==> src/rtl/core/rcfr_pkg.sv <==
// Shared types and constants for the RC command frame receiver.
// No dependencies; every other file in rtl/core refers to this package by scoped names.

package rcfr_pkg;

  // Input operation codes.
  localparam logic OP_BYTE = 1'b0;
  localparam logic OP_TICK = 1'b1;

  // Frame format.
  localparam logic [7:0] HDR_FIRST  = 8'hAA;
  localparam logic [7:0] HDR_SECOND = 8'h55;
  localparam int unsigned DATA_BYTES = 12;
  localparam int unsigned CHANNELS   = DATA_BYTES / 2;
  localparam int unsigned DCNT_W     = $clog2(DATA_BYTES);

  // Link timing.
  localparam logic [15:0] TIMEOUT_RESET = 16'd500;
  localparam logic [15:0] AGE_MAX       = 16'hFFFF;

  // Frame parser states.
  typedef enum logic [1:0] {
    ST_HUNT,
    ST_HEADER,
    ST_DATA,
    ST_CHECK
  } parse_state_t;

  // Frame completion status from the parser.
  typedef struct packed {
    logic good;
    logic bad;
  } frame_evt_t;

  typedef logic [15:0] chan_t;

endpackage

==> src/rtl/core/rcfr_parser.sv <==
// Header hunt, data gathering, XOR check and channel latch of the frame receiver.
// Depends on rcfr_pkg.

module rcfr_parser (
  input  logic                clk,
  input  logic                rst_n,
  input  logic                byte_fire,
  input  logic [7:0]          rx_byte,
  output rcfr_pkg::frame_evt_t evt,
  output rcfr_pkg::chan_t     chan_r [rcfr_pkg::CHANNELS]
);

  rcfr_pkg::parse_state_t state_r, state_nxt;
  logic [rcfr_pkg::DCNT_W-1:0] dcnt_r, dcnt_nxt;
  logic [7:0] xor_r, xor_nxt;
  logic [7:0] pend_r [rcfr_pkg::DATA_BYTES];
  logic shift_en;

  always_comb begin
    state_nxt = state_r;
    dcnt_nxt  = dcnt_r;
    xor_nxt   = xor_r;
    shift_en  = 1'b0;
    evt       = '0;
    if (byte_fire) begin
      case (state_r)
        rcfr_pkg::ST_HUNT: begin
          if (rx_byte == rcfr_pkg::HDR_FIRST) begin
            state_nxt = rcfr_pkg::ST_HEADER;
          end
        end
        rcfr_pkg::ST_HEADER: begin
          // Anything but the second header byte, a repeated first byte included,
          // sends the parser back to hunting.
          if (rx_byte == rcfr_pkg::HDR_SECOND) begin
            state_nxt = rcfr_pkg::ST_DATA;
            dcnt_nxt  = '0;
            xor_nxt   = '0;
          end else begin
            state_nxt = rcfr_pkg::ST_HUNT;
          end
        end
        rcfr_pkg::ST_DATA: begin
          shift_en = 1'b1;
          xor_nxt  = xor_r ^ rx_byte;
          dcnt_nxt = dcnt_r + rcfr_pkg::DCNT_W'(1);
          if (dcnt_r == rcfr_pkg::DCNT_W'(rcfr_pkg::DATA_BYTES - 1)) begin
            state_nxt = rcfr_pkg::ST_CHECK;
          end
        end
        rcfr_pkg::ST_CHECK: begin
          evt.good  = (xor_r == rx_byte);
          evt.bad   = (xor_r != rx_byte);
          xor_nxt   = '0;
          state_nxt = rcfr_pkg::ST_HUNT;
        end
        default: begin
          state_nxt = rcfr_pkg::ST_HUNT;
        end
      endcase
    end
  end

  always_ff @(posedge clk) begin
    if (!rst_n) begin
      state_r <= rcfr_pkg::ST_HUNT;
      dcnt_r  <= '0;
      xor_r   <= '0;
    end else begin
      state_r <= state_nxt;
      dcnt_r  <= dcnt_nxt;
      xor_r   <= xor_nxt;
    end
  end

  // Data bytes shift in at the top, so after a full frame entry 0 holds the first byte.
  always_ff @(posedge clk) begin
    if (shift_en) begin
      for (int i = 0; i < rcfr_pkg::DATA_BYTES - 1; i++) begin
        pend_r[i] <= pend_r[i+1];
      end
      pend_r[rcfr_pkg::DATA_BYTES-1] <= rx_byte;
    end
  end

  // Channels are little-endian byte pairs.
  always_ff @(posedge clk) begin
    if (!rst_n) begin
      for (int k = 0; k < rcfr_pkg::CHANNELS; k++) begin
        chan_r[k] <= '0;
      end
    end else if (evt.good) begin
      for (int k = 0; k < rcfr_pkg::CHANNELS; k++) begin
        chan_r[k] <= {pend_r[2*k+1], pend_r[2*k]};
      end
    end
  end

  a_evt_excl: assert property (@(posedge clk) disable iff (!rst_n)
    !(evt.good && evt.bad))
    else $error("frame reported both good and bad");

  a_evt_at_check: assert property (@(posedge clk) disable iff (!rst_n)
    (evt.good || evt.bad) |->
      (state_r == rcfr_pkg::ST_CHECK &&
       dcnt_r == rcfr_pkg::DCNT_W'(rcfr_pkg::DATA_BYTES)))
    else $error("frame completed outside the check byte");

endmodule

==> src/rtl/core/rcfr_link_timer.sv <==
// Link age counter, timeout register and active flag of the frame receiver.
// Depends on rcfr_pkg.

module rcfr_link_timer (
  input  logic                 clk,
  input  logic                 rst_n,
  input  logic                 cfg_wr_en,
  input  logic [15:0]          cfg_wr_data,
  input  logic                 tick_fire,
  input  rcfr_pkg::frame_evt_t evt,
  output logic                 active_r
);

  logic [15:0] timeout_r;
  logic [15:0] age_r, age_nxt, age_inc;
  logic        seen_r, seen_nxt;
  logic        active_nxt;

  assign age_inc = (age_r == rcfr_pkg::AGE_MAX) ? age_r : age_r + 16'd1;

  always_comb begin
    age_nxt    = age_r;
    seen_nxt   = seen_r;
    active_nxt = active_r;
    if (evt.good) begin
      age_nxt    = '0;
      seen_nxt   = 1'b1;
      active_nxt = 1'b1;
    end else if (tick_fire) begin
      age_nxt = age_inc;
      // The timeout is tested against the freshly incremented age.
      if (seen_r && (age_inc > timeout_r)) begin
        active_nxt = 1'b0;
      end
    end
  end

  always_ff @(posedge clk) begin
    if (!rst_n) begin
      timeout_r <= rcfr_pkg::TIMEOUT_RESET;
      age_r     <= '0;
      seen_r    <= 1'b0;
      active_r  <= 1'b0;
    end else begin
      if (cfg_wr_en) begin
        timeout_r <= cfg_wr_data;
      end
      age_r    <= age_nxt;
      seen_r   <= seen_nxt;
      active_r <= active_nxt;
    end
  end

  a_good_refresh: assert property (@(posedge clk) disable iff (!rst_n)
    evt.good |=> (active_r && seen_r && age_r == '0))
    else $error("good frame did not refresh the link");

  a_active_needs_seen: assert property (@(posedge clk) disable iff (!rst_n)
    active_r |-> seen_r)
    else $error("link active before any frame");

endmodule

==> src/rtl/core/rc_command_frame_receiver_unit.sv <==
// Top level of the RC command frame receiver: input register, parser, link timer
// and result register. Depends on rcfr_pkg, rcfr_parser and rcfr_link_timer.

// One input beat (a received byte or a millisecond tick) is taken every clock cycle
// when the result side keeps up; each beat waits in the input register, and its
// result beat is valid when it loads the result register together with the frame
// state. in_ready follows out_ready combinationally when both registers are full.
// Frames are 0xAA, 0x55, twelve data bytes and an XOR check byte; the six channels
// and link_active on the result port are the values after that beat was processed.
// timeout_ms is written through cfg_wr_en/cfg_wr_data, resets to 500 and is only
// compared on ticks.
module rc_command_frame_receiver_unit (
  input  logic        clk,
  input  logic        rst_n,
  input  logic        cfg_wr_en,
  input  logic [15:0] cfg_wr_data,
  input  logic        in_valid,
  output logic        in_ready,
  input  logic        in_operation,
  input  logic [7:0]  in_rx_byte,
  output logic        out_valid,
  input  logic        out_ready,
  output logic        out_new_frame,
  output logic        out_checksum_error,
  output logic [15:0] out_roll,
  output logic [15:0] out_pitch,
  output logic [15:0] out_throttle,
  output logic [15:0] out_yaw,
  output logic [15:0] out_aux_one,
  output logic [15:0] out_aux_two,
  output logic        out_link_active
);

  logic       s1_valid_r;
  logic       s1_op_r;
  logic [7:0] s1_byte_r;
  logic       s1_advance, s1_fire, in_fire;
  logic       out_valid_r;
  rcfr_pkg::frame_evt_t evt, evt_r;
  rcfr_pkg::chan_t      chan_r [rcfr_pkg::CHANNELS];
  logic       active_r;

  // The frame state and the result register load together, so the latched
  // channels and the link flag can be shown straight from the state.
  assign s1_advance = !out_valid_r || out_ready;
  assign s1_fire    = s1_valid_r && s1_advance;
  assign in_ready   = !s1_valid_r || s1_advance;
  assign in_fire    = in_valid && in_ready;

  always_ff @(posedge clk) begin
    if (!rst_n) begin
      s1_valid_r  <= 1'b0;
      out_valid_r <= 1'b0;
      evt_r       <= '0;
    end else begin
      if (in_ready) begin
        s1_valid_r <= in_valid;
      end
      if (s1_advance) begin
        out_valid_r <= s1_valid_r;
        evt_r       <= evt;
      end
    end
  end

  always_ff @(posedge clk) begin
    if (in_fire) begin
      s1_op_r   <= in_operation;
      s1_byte_r <= in_rx_byte;
    end
  end

  rcfr_parser u_parser (
    .clk       (clk),
    .rst_n     (rst_n),
    .byte_fire (s1_fire && (s1_op_r == rcfr_pkg::OP_BYTE)),
    .rx_byte   (s1_byte_r),
    .evt       (evt),
    .chan_r    (chan_r)
  );

  rcfr_link_timer u_link_timer (
    .clk         (clk),
    .rst_n       (rst_n),
    .cfg_wr_en   (cfg_wr_en),
    .cfg_wr_data (cfg_wr_data),
    .tick_fire   (s1_fire && (s1_op_r == rcfr_pkg::OP_TICK)),
    .evt         (evt),
    .active_r    (active_r)
  );

  assign out_valid          = out_valid_r;
  assign out_new_frame      = evt_r.good;
  assign out_checksum_error = evt_r.bad;
  assign out_roll           = chan_r[0];
  assign out_pitch          = chan_r[1];
  assign out_throttle       = chan_r[2];
  assign out_yaw            = chan_r[3];
  assign out_aux_one        = chan_r[4];
  assign out_aux_two        = chan_r[5];
  assign out_link_active    = active_r;

  a_no_drop: assert property (@(posedge clk) disable iff (!rst_n)
    (s1_valid_r && !s1_advance) |=> s1_valid_r)
    else $error("input beat lost while result stalled");

  a_flags_only_valid: assert property (@(posedge clk) disable iff (!rst_n)
    (evt_r.good || evt_r.bad) |-> out_valid_r)
    else $error("frame status without a result beat");

endmodule

==> config.mk <==
export PLATFORM = sky130hd
export DESIGN_NAME = rc_command_frame_receiver_unit
export DESIGN_NICKNAME = d
export VERILOG_FILES = /design/src/rtl/core/rcfr_pkg.sv /design/src/rtl/core/rcfr_parser.sv /design/src/rtl/core/rcfr_link_timer.sv /design/src/rtl/core/rc_command_frame_receiver_unit.sv
export SDC_FILE = /design/constraint.sdc
export NUM_CORES = 1
export LEC_CHECK = 0
export BUFFER_PORTS_ARGS = -buffer_cell sky130_fd_sc_hd__buf_2
export CELL_PAD_IN_SITES_DETAIL_PLACEMENT = 0
export CELL_PAD_IN_SITES_GLOBAL_PLACEMENT = 1
export CORE_MARGIN = 2
export CORE_UTILIZATION = 46
export DETAILED_ROUTE_END_ITERATION = 6
export PLACE_DENSITY = 0.81
export SLEW_MARGIN = 15
export SYNTH_ARGS = -nofsm -noshare
export SYNTH_HDL_FRONTEND = slang
export SYNTH_SLANG_ARGS = --single-unit
==> constraint.sdc <==
create_clock -name clk -period 3.95 [get_ports clk]
set_input_delay 0.395 -clock clk [delete_from_list [all_inputs] [get_ports clk]]
set_output_delay 0.395 -clock clk [all_outputs]
set_load 0.05 [all_outputs]
Word-level counts from Yosys, hierarchy flattened
Memories as Yosys holds them, arrays and structs flattened. A register that Yosys moved wholly into a read port is not among the register bits.
Cells that the tools add are included.
{"block": "op_classes", "add_sub_neg": 2, "n_lt_le_gt_ge": 1, "n_eq_ne": 12, "muxes": 18, "n_bitwise": 3, "n_reduce_logical": 20}
{"cell": "8-bit one-hot mux with 3 select lines", "count": 1}
{"cell": "16-bit by 1-bit adder with 16-bit output, second input constant", "count": 1}
{"cell": "16-bit equality test, second input constant", "count": 1}
{"cell": "16-bit greater-than comparator", "count": 1}
{"cell": "16-bit 2-to-1 mux", "count": 1}
{"cell": "2-bit 2-to-1 mux", "count": 5}
{"cell": "3-bit AND reduction", "count": 3}
{"cell": "8-bit by 7-bit equality test with 1-bit output, second input constant", "count": 1}
{"cell": "8-bit equality test", "count": 1}
{"cell": "8-bit equality test, second input constant", "count": 1}
{"cell": "8-bit 2-to-1 mux", "count": 1}
{"cell": "8-bit inequality test", "count": 1}
{"cell": "2-bit one-hot mux with 4 select lines", "count": 1}
{"cell": "4-bit one-hot mux with 2 select lines", "count": 1}
{"cell": "8-bit XOR", "count": 1}
{"cell": "1-bit 2-to-1 mux", "count": 7}
{"cell": "2-bit by 1-bit inequality test with 1-bit output, second input constant", "count": 3}
{"cell": "2-bit nonzero test", "count": 3}
{"cell": "1-bit logical AND", "count": 5}
{"cell": "4-bit by 1-bit adder with 4-bit output, second input constant", "count": 1}
{"cell": "2-bit equality test, second input constant", "count": 2}
{"cell": "4-bit equality test, second input constant", "count": 1}
{"cell": "4-bit 2-to-1 mux", "count": 1}
{"cell": "1-bit logical NOT", "count": 3}
{"cell": "other kinds (7)", "count": 9}
{"block": "totals", "ff_bits": 157, "mem_bits_rw": 96, "input_bits": 30, "mem_count": 1}
{"name": "u_parser.pend_r", "depth": 12, "width": 8, "read_ports": 12, "rd_ports_with_merged_regs": 1, "write_ports": 12, "line": "rcfr_parser.sv:16", "text": "logic [7:0] pend_r [rcfr_pkg::DATA_BYTES];"}

Logic depth before layout (Yosys ltp)
{"block": "depth", "depth_word": 7, "ltp_mapped": 12}

Cells and area by module
Synthesis repeated with hierarchy kept, for this count alone.
{"block": "unflattened", "cells_unflattened": 902, "area_unflattened_um2": 10176.0}
{"mod": "rcfr_parser", "n_inst": 1, "cells_each": 610, "area_each_um2": 7513.5, "seq_area_each_um2": 5084.9}
{"mod": "rcfr_link_timer", "n_inst": 1, "cells_each": 264, "area_each_um2": 2197.1, "seq_area_each_um2": 680.7}
{"mod": "rc_command_frame_receiver_unit", "n_inst": 1, "cells_each": 28, "area_each_um2": 465.4, "seq_area_each_um2": 350.3}

Worst setup path after synthesis
No wires, ideal clock.
{"block": "synth_timing", "path_kind": "reg2reg", "from": "register u_link_timer.age_r[0]", "to": "register u_link_timer.active_r", "setup_time_ps": 122, "arrival_ps": 2978, "required_time_ps": 3828, "path_slack_ps": 851, "path_stages_with_launch": 12, "synth_period_minus_slack_ps": 3099, "cell_sequence": "dfxtp_1 ha_1 nand3_1 nor4_4 nand3_1 mux2_1 ha_1 nand4_1 nor2_1 o2111ai_1 nor4b_1 o311a_1"}
{"block": "synth_via", "elab_chain_cells": 6}
{"element": "start, declared", "line": "rcfr_link_timer.sv:15", "text": "logic [15:0] age_r, age_nxt, age_inc;"}
{"element": "start signal, assigned", "line": "rcfr_link_timer.sv:48", "text": "age_r <= age_nxt;"}
{"element": "16-bit by 1-bit adder with 16-bit output / 16-bit equality test (equally long branches)", "line": "rcfr_link_timer.sv:19", "text": "assign age_inc = (age_r == rcfr_pkg::AGE_MAX) ? age_r : age_r + 16'd1;"}
{"element": "16-bit 2-to-1 mux *", "line": "rcfr_link_timer.sv:19"}
{"element": "via u_link_timer.age_inc[14]", "line": "rcfr_link_timer.sv:15"}
{"element": "16-bit greater-than comparator *", "line": "rcfr_link_timer.sv:32", "text": "if (seen_r && (age_inc > timeout_r)) begin"}
{"element": "1-bit logical AND *", "line": "rcfr_link_timer.sv:32"}
{"element": "2-bit nonzero test (no line) *"}
{"element": "2-bit AND reduction (no line) *"}
{"element": "end signal, assigned", "line": "rcfr_link_timer.sv:50", "text": "active_r <= active_nxt;"}
{"element": "end, declared", "line": "rcfr_link_timer.sv:11", "text": "output logic active_r"}
Mark *: on every way through the listed nets, which the timed path passes. The rest lies on a longest branch.
A chain may end at the register's enable or synchronous reset.

Final worst setup path
Same ends and word-level chain as after synthesis.

==> out/metrics.yaml <==
start_util_pct: 47.1
hold_viol: 0
dp_slack_ps: 642
fillerInstances: 1774
cap_violations: 0
numCtsBuffers: 27
cp.arrival_ps: 3750
synth_cell_types: 58
finalSetupViolations: 0
final-seq-area_um2: 6120
root_buffer: "clkbuf_16"
num_rows: 52
layout-drive-gt1-share_pct: 20.2
ctsHoldBuffers: 0
criticalPathCategory: "flip-flop to flip-flop"
whs_ps: 31.8
synth_cells: 784
core_um2: 20300
io_buffers: 130
worst_setup_path_end_kind: "flip-flop"
ios: 131
worst_slew_pin_slew_ps: 1010
rsz0062_at_grt: "false"
gp_congestion: 0.848
routedWlPerCell_um: 15.7
die_h_um: 148
post_cts_resized: 0
final_util_pct: 55.7
skew_ps: 13.1
fin_setup_tns_ps: 0
drt_iter0_drc: 338
status: "finished, final reports clean"
syn_area_per_cell_um2: 12.2
start_kind: "flip-flop"
grt_pass1_vias: 5901
ant_nets: 0
multi_input_area_um2: 3200
num_vias: 6033
hpwl_um: 12100
required_ps: 4370
grt_max_degree: 97
worst_ir_drop_vdd_mv: 0.364
synth_fp_nets: 832
clock_sinks: 253
cts_setup_buffers: 0
die_w_um: 148
tritoncts: "done"
area_growth_syn_to_layout_pct: 18.2
clk_pin_slew_ps: 60
yosysSeqAreaShare_pct: 64.0
diodes: 0
yosysWarnings: 0
synth.ff_latch_count: 253
htree_levels: 1
fin_crit_sh_pct: 84.3
min_path_type: "primary input to flip-flop"
drc_errors: 0
viasPerCell: 5.02
insertion_delay_ps: 540
async_flop_share_pct: 0
antenna_found_initial: 0
wl_um: 18900
power_density_nw_per_um2: 460
relSlewSlack_pct: 32.5
grt_first_pass_wirelength_um: 30100
grt_use_total_pct: 16.9
synth_area_um2: 9560
grt_overflow: 0
leakage_uw: 0.00524
fmax_ghz: 0.300
setup_ws_ps: 619
dieArea_um2: 21900
synth_edf_count: 105
critPathMaxFanout: 8
final_max_slew_viol_count: 0
nets: 959
dr.pass1.iters: 4
finalCriticalPeriod_ps: 3330
synth_flop_cell: "dfxtp_1"
clockBufferDepth: 3
==> cell usage in the layout (no fill, tap or decap), types with 3 or more instances in the layout <==
cell type  synthesis  routed
dfxtp_1          148     148
nor2_1           137     137
buf_2             16     130
mux2i_1          109     109
edfxtp_1         105     105
nand2_1           31      31
clkbuf_16          0      27
a21oi_1           26      26
inv_1             19      19
ha_1              18      18
nand3_1           17      17
xor2_1            15      15
o21ai_0           13      13
o21a_1            11      11
xnor2_1           10      10
nand4_1            8       8
clkbuf_1          20       8
clkinv_2           0       8
nor3_1             7       7
o211ai_1           6       6
and3_1             5       5
nand2b_1           5       5
nor4_1             4       4
a311oi_1           4       4
nor4bb_1           4       4
buf_4              0       4
or4_1              3       3
a211oi_1           3       3
nand3b_1           3       3
a21o_1             3       3
==> flip-flops by register name (all words and copies together) (netlist names), named ones only <==
register                flops
u_link_timer.timeout_r     16
s1_op_r                     1
s1_valid_r                  1
u_link_timer.active_r       1
u_parser.dcnt_r             4
u_parser.pend_r            96
out_checksum_error          1
u_parser.state_r            1
u_link_timer.seen_r         1
u_parser.xor_r              8
out_new_frame               1
s1_byte_r                   8
u_link_timer.age_r         16
u_parser.chan_r            96
out_valid                   1
==> worst paths after layout <==
path,from,slack [ps],cells after the start,to
worst min register to register,u_parser.pend_r[9][6],440,0,u_parser.pend_r[8][6]
worst max-delay path,u_link_timer.age_r[0],620,11,u_link_timer.active_r
worst max register to register,u_link_timer.age_r[0],620,11,u_link_timer.active_r
worst min-delay path,in_rx_byte[2],30,1,s1_byte_r[2]
==> Yosys cell counts (all sizes together) (4+ instances only) <==
| cell type | instances | share of area [%] |
|---|---|---|
| nand2 | 32 | 1.3 |
| and3 | 5 | 0.33 |
| nor4 | 5 | 0.48 |
| nand3b | 4 | 0.35 |
| mux2i | 109 | 11 |
| a311oi | 4 | 0.37 |
| buf | 18 | 0.92 |
| dfxtp | 148 | 31 |
| nor4bb | 4 | 0.42 |
| a21oi | 28 | 1.6 |
| xnor2 | 10 | 0.92 |
| nor3 | 7 | 0.37 |
| nor2 | 137 | 5.4 |
| edfxtp | 105 | 33 |
| xor2 | 15 | 1.4 |
| nand3 | 18 | 0.99 |
| o21a | 11 | 0.86 |
| o211ai | 6 | 0.47 |
| nand2b | 5 | 0.33 |
| inv | 20 | 0.79 |
| nand4 | 8 | 0.52 |
| clkbuf | 20 | 0.79 |
| ha | 18 | 2.4 |
| o21ai | 14 | 0.73 |
==> cells by family after synthesis <==
logic type | count (synthesis) | share of synthesized area (%)
DFF | 253 | 64.0
and+or+nand+nor | 239 | 11.7
muxes | 112 | 11.8
AOI/OAI and AO/OA | 78 | 5.39
buffers and inverters | 59 | 2.53
xor gates and xnor gates | 25 | 2.29
adders and majority gates | 18 | 2.36
==> routing by layer <==
layer | up-vias | share of wire, % | track usage [%]
met1 | 2852 | 46 | 22.4
met5 | - | 0 | 0
met2 | 129 | 46 | 27.8
met4 | 0 | 1.8 | 4.10
li1 | 3025 | - | -
met3 | 27 | 6.2 | 4.66
==> per-stage QoR <==
step / area [µm²] / power [µW] / cells
3_3_place_gp: 10500 / 2900 / 1152
5_1_grt: 11300 / 5380 / 1202
3_5_place_dp: 10500 / 2900 / 1152
2_1_floorplan: 9560 / 2860 / 784
6_report: 11300 / 5200 / 1202
4_1_cts: 11300 / 5270 / 1202
==> critical path: stages (launching register included) <==
cell       delay (ps)
dfxtp_1           430
ha_1              320
nand3_1           180
nor4_4            480
nand3_1           160
mux2_1            340
ha_1              320
nand4_1           130
nor2_1            210
o2111ai_1         140
nor4b_1           160
o311a_1           330
==> report_power, final <==
part | switching [µW] | internal, µW
Clock | 987 | 1370
Combinational | 67.7 | 37.3
Sequential | 16.1 | 2720
==> layout make-up <==
class	count	area share (%)
Clock buffer	37	6.49
Clock inverter	13	0.930
Inverter	21	0.742
Multi-Input combinational cell	472	28.3
Sequential cell	253	54.1
Tap cell	270	2.99
Timing Repair Buffer	136	6.38
(Power assumes the default switching activity.)
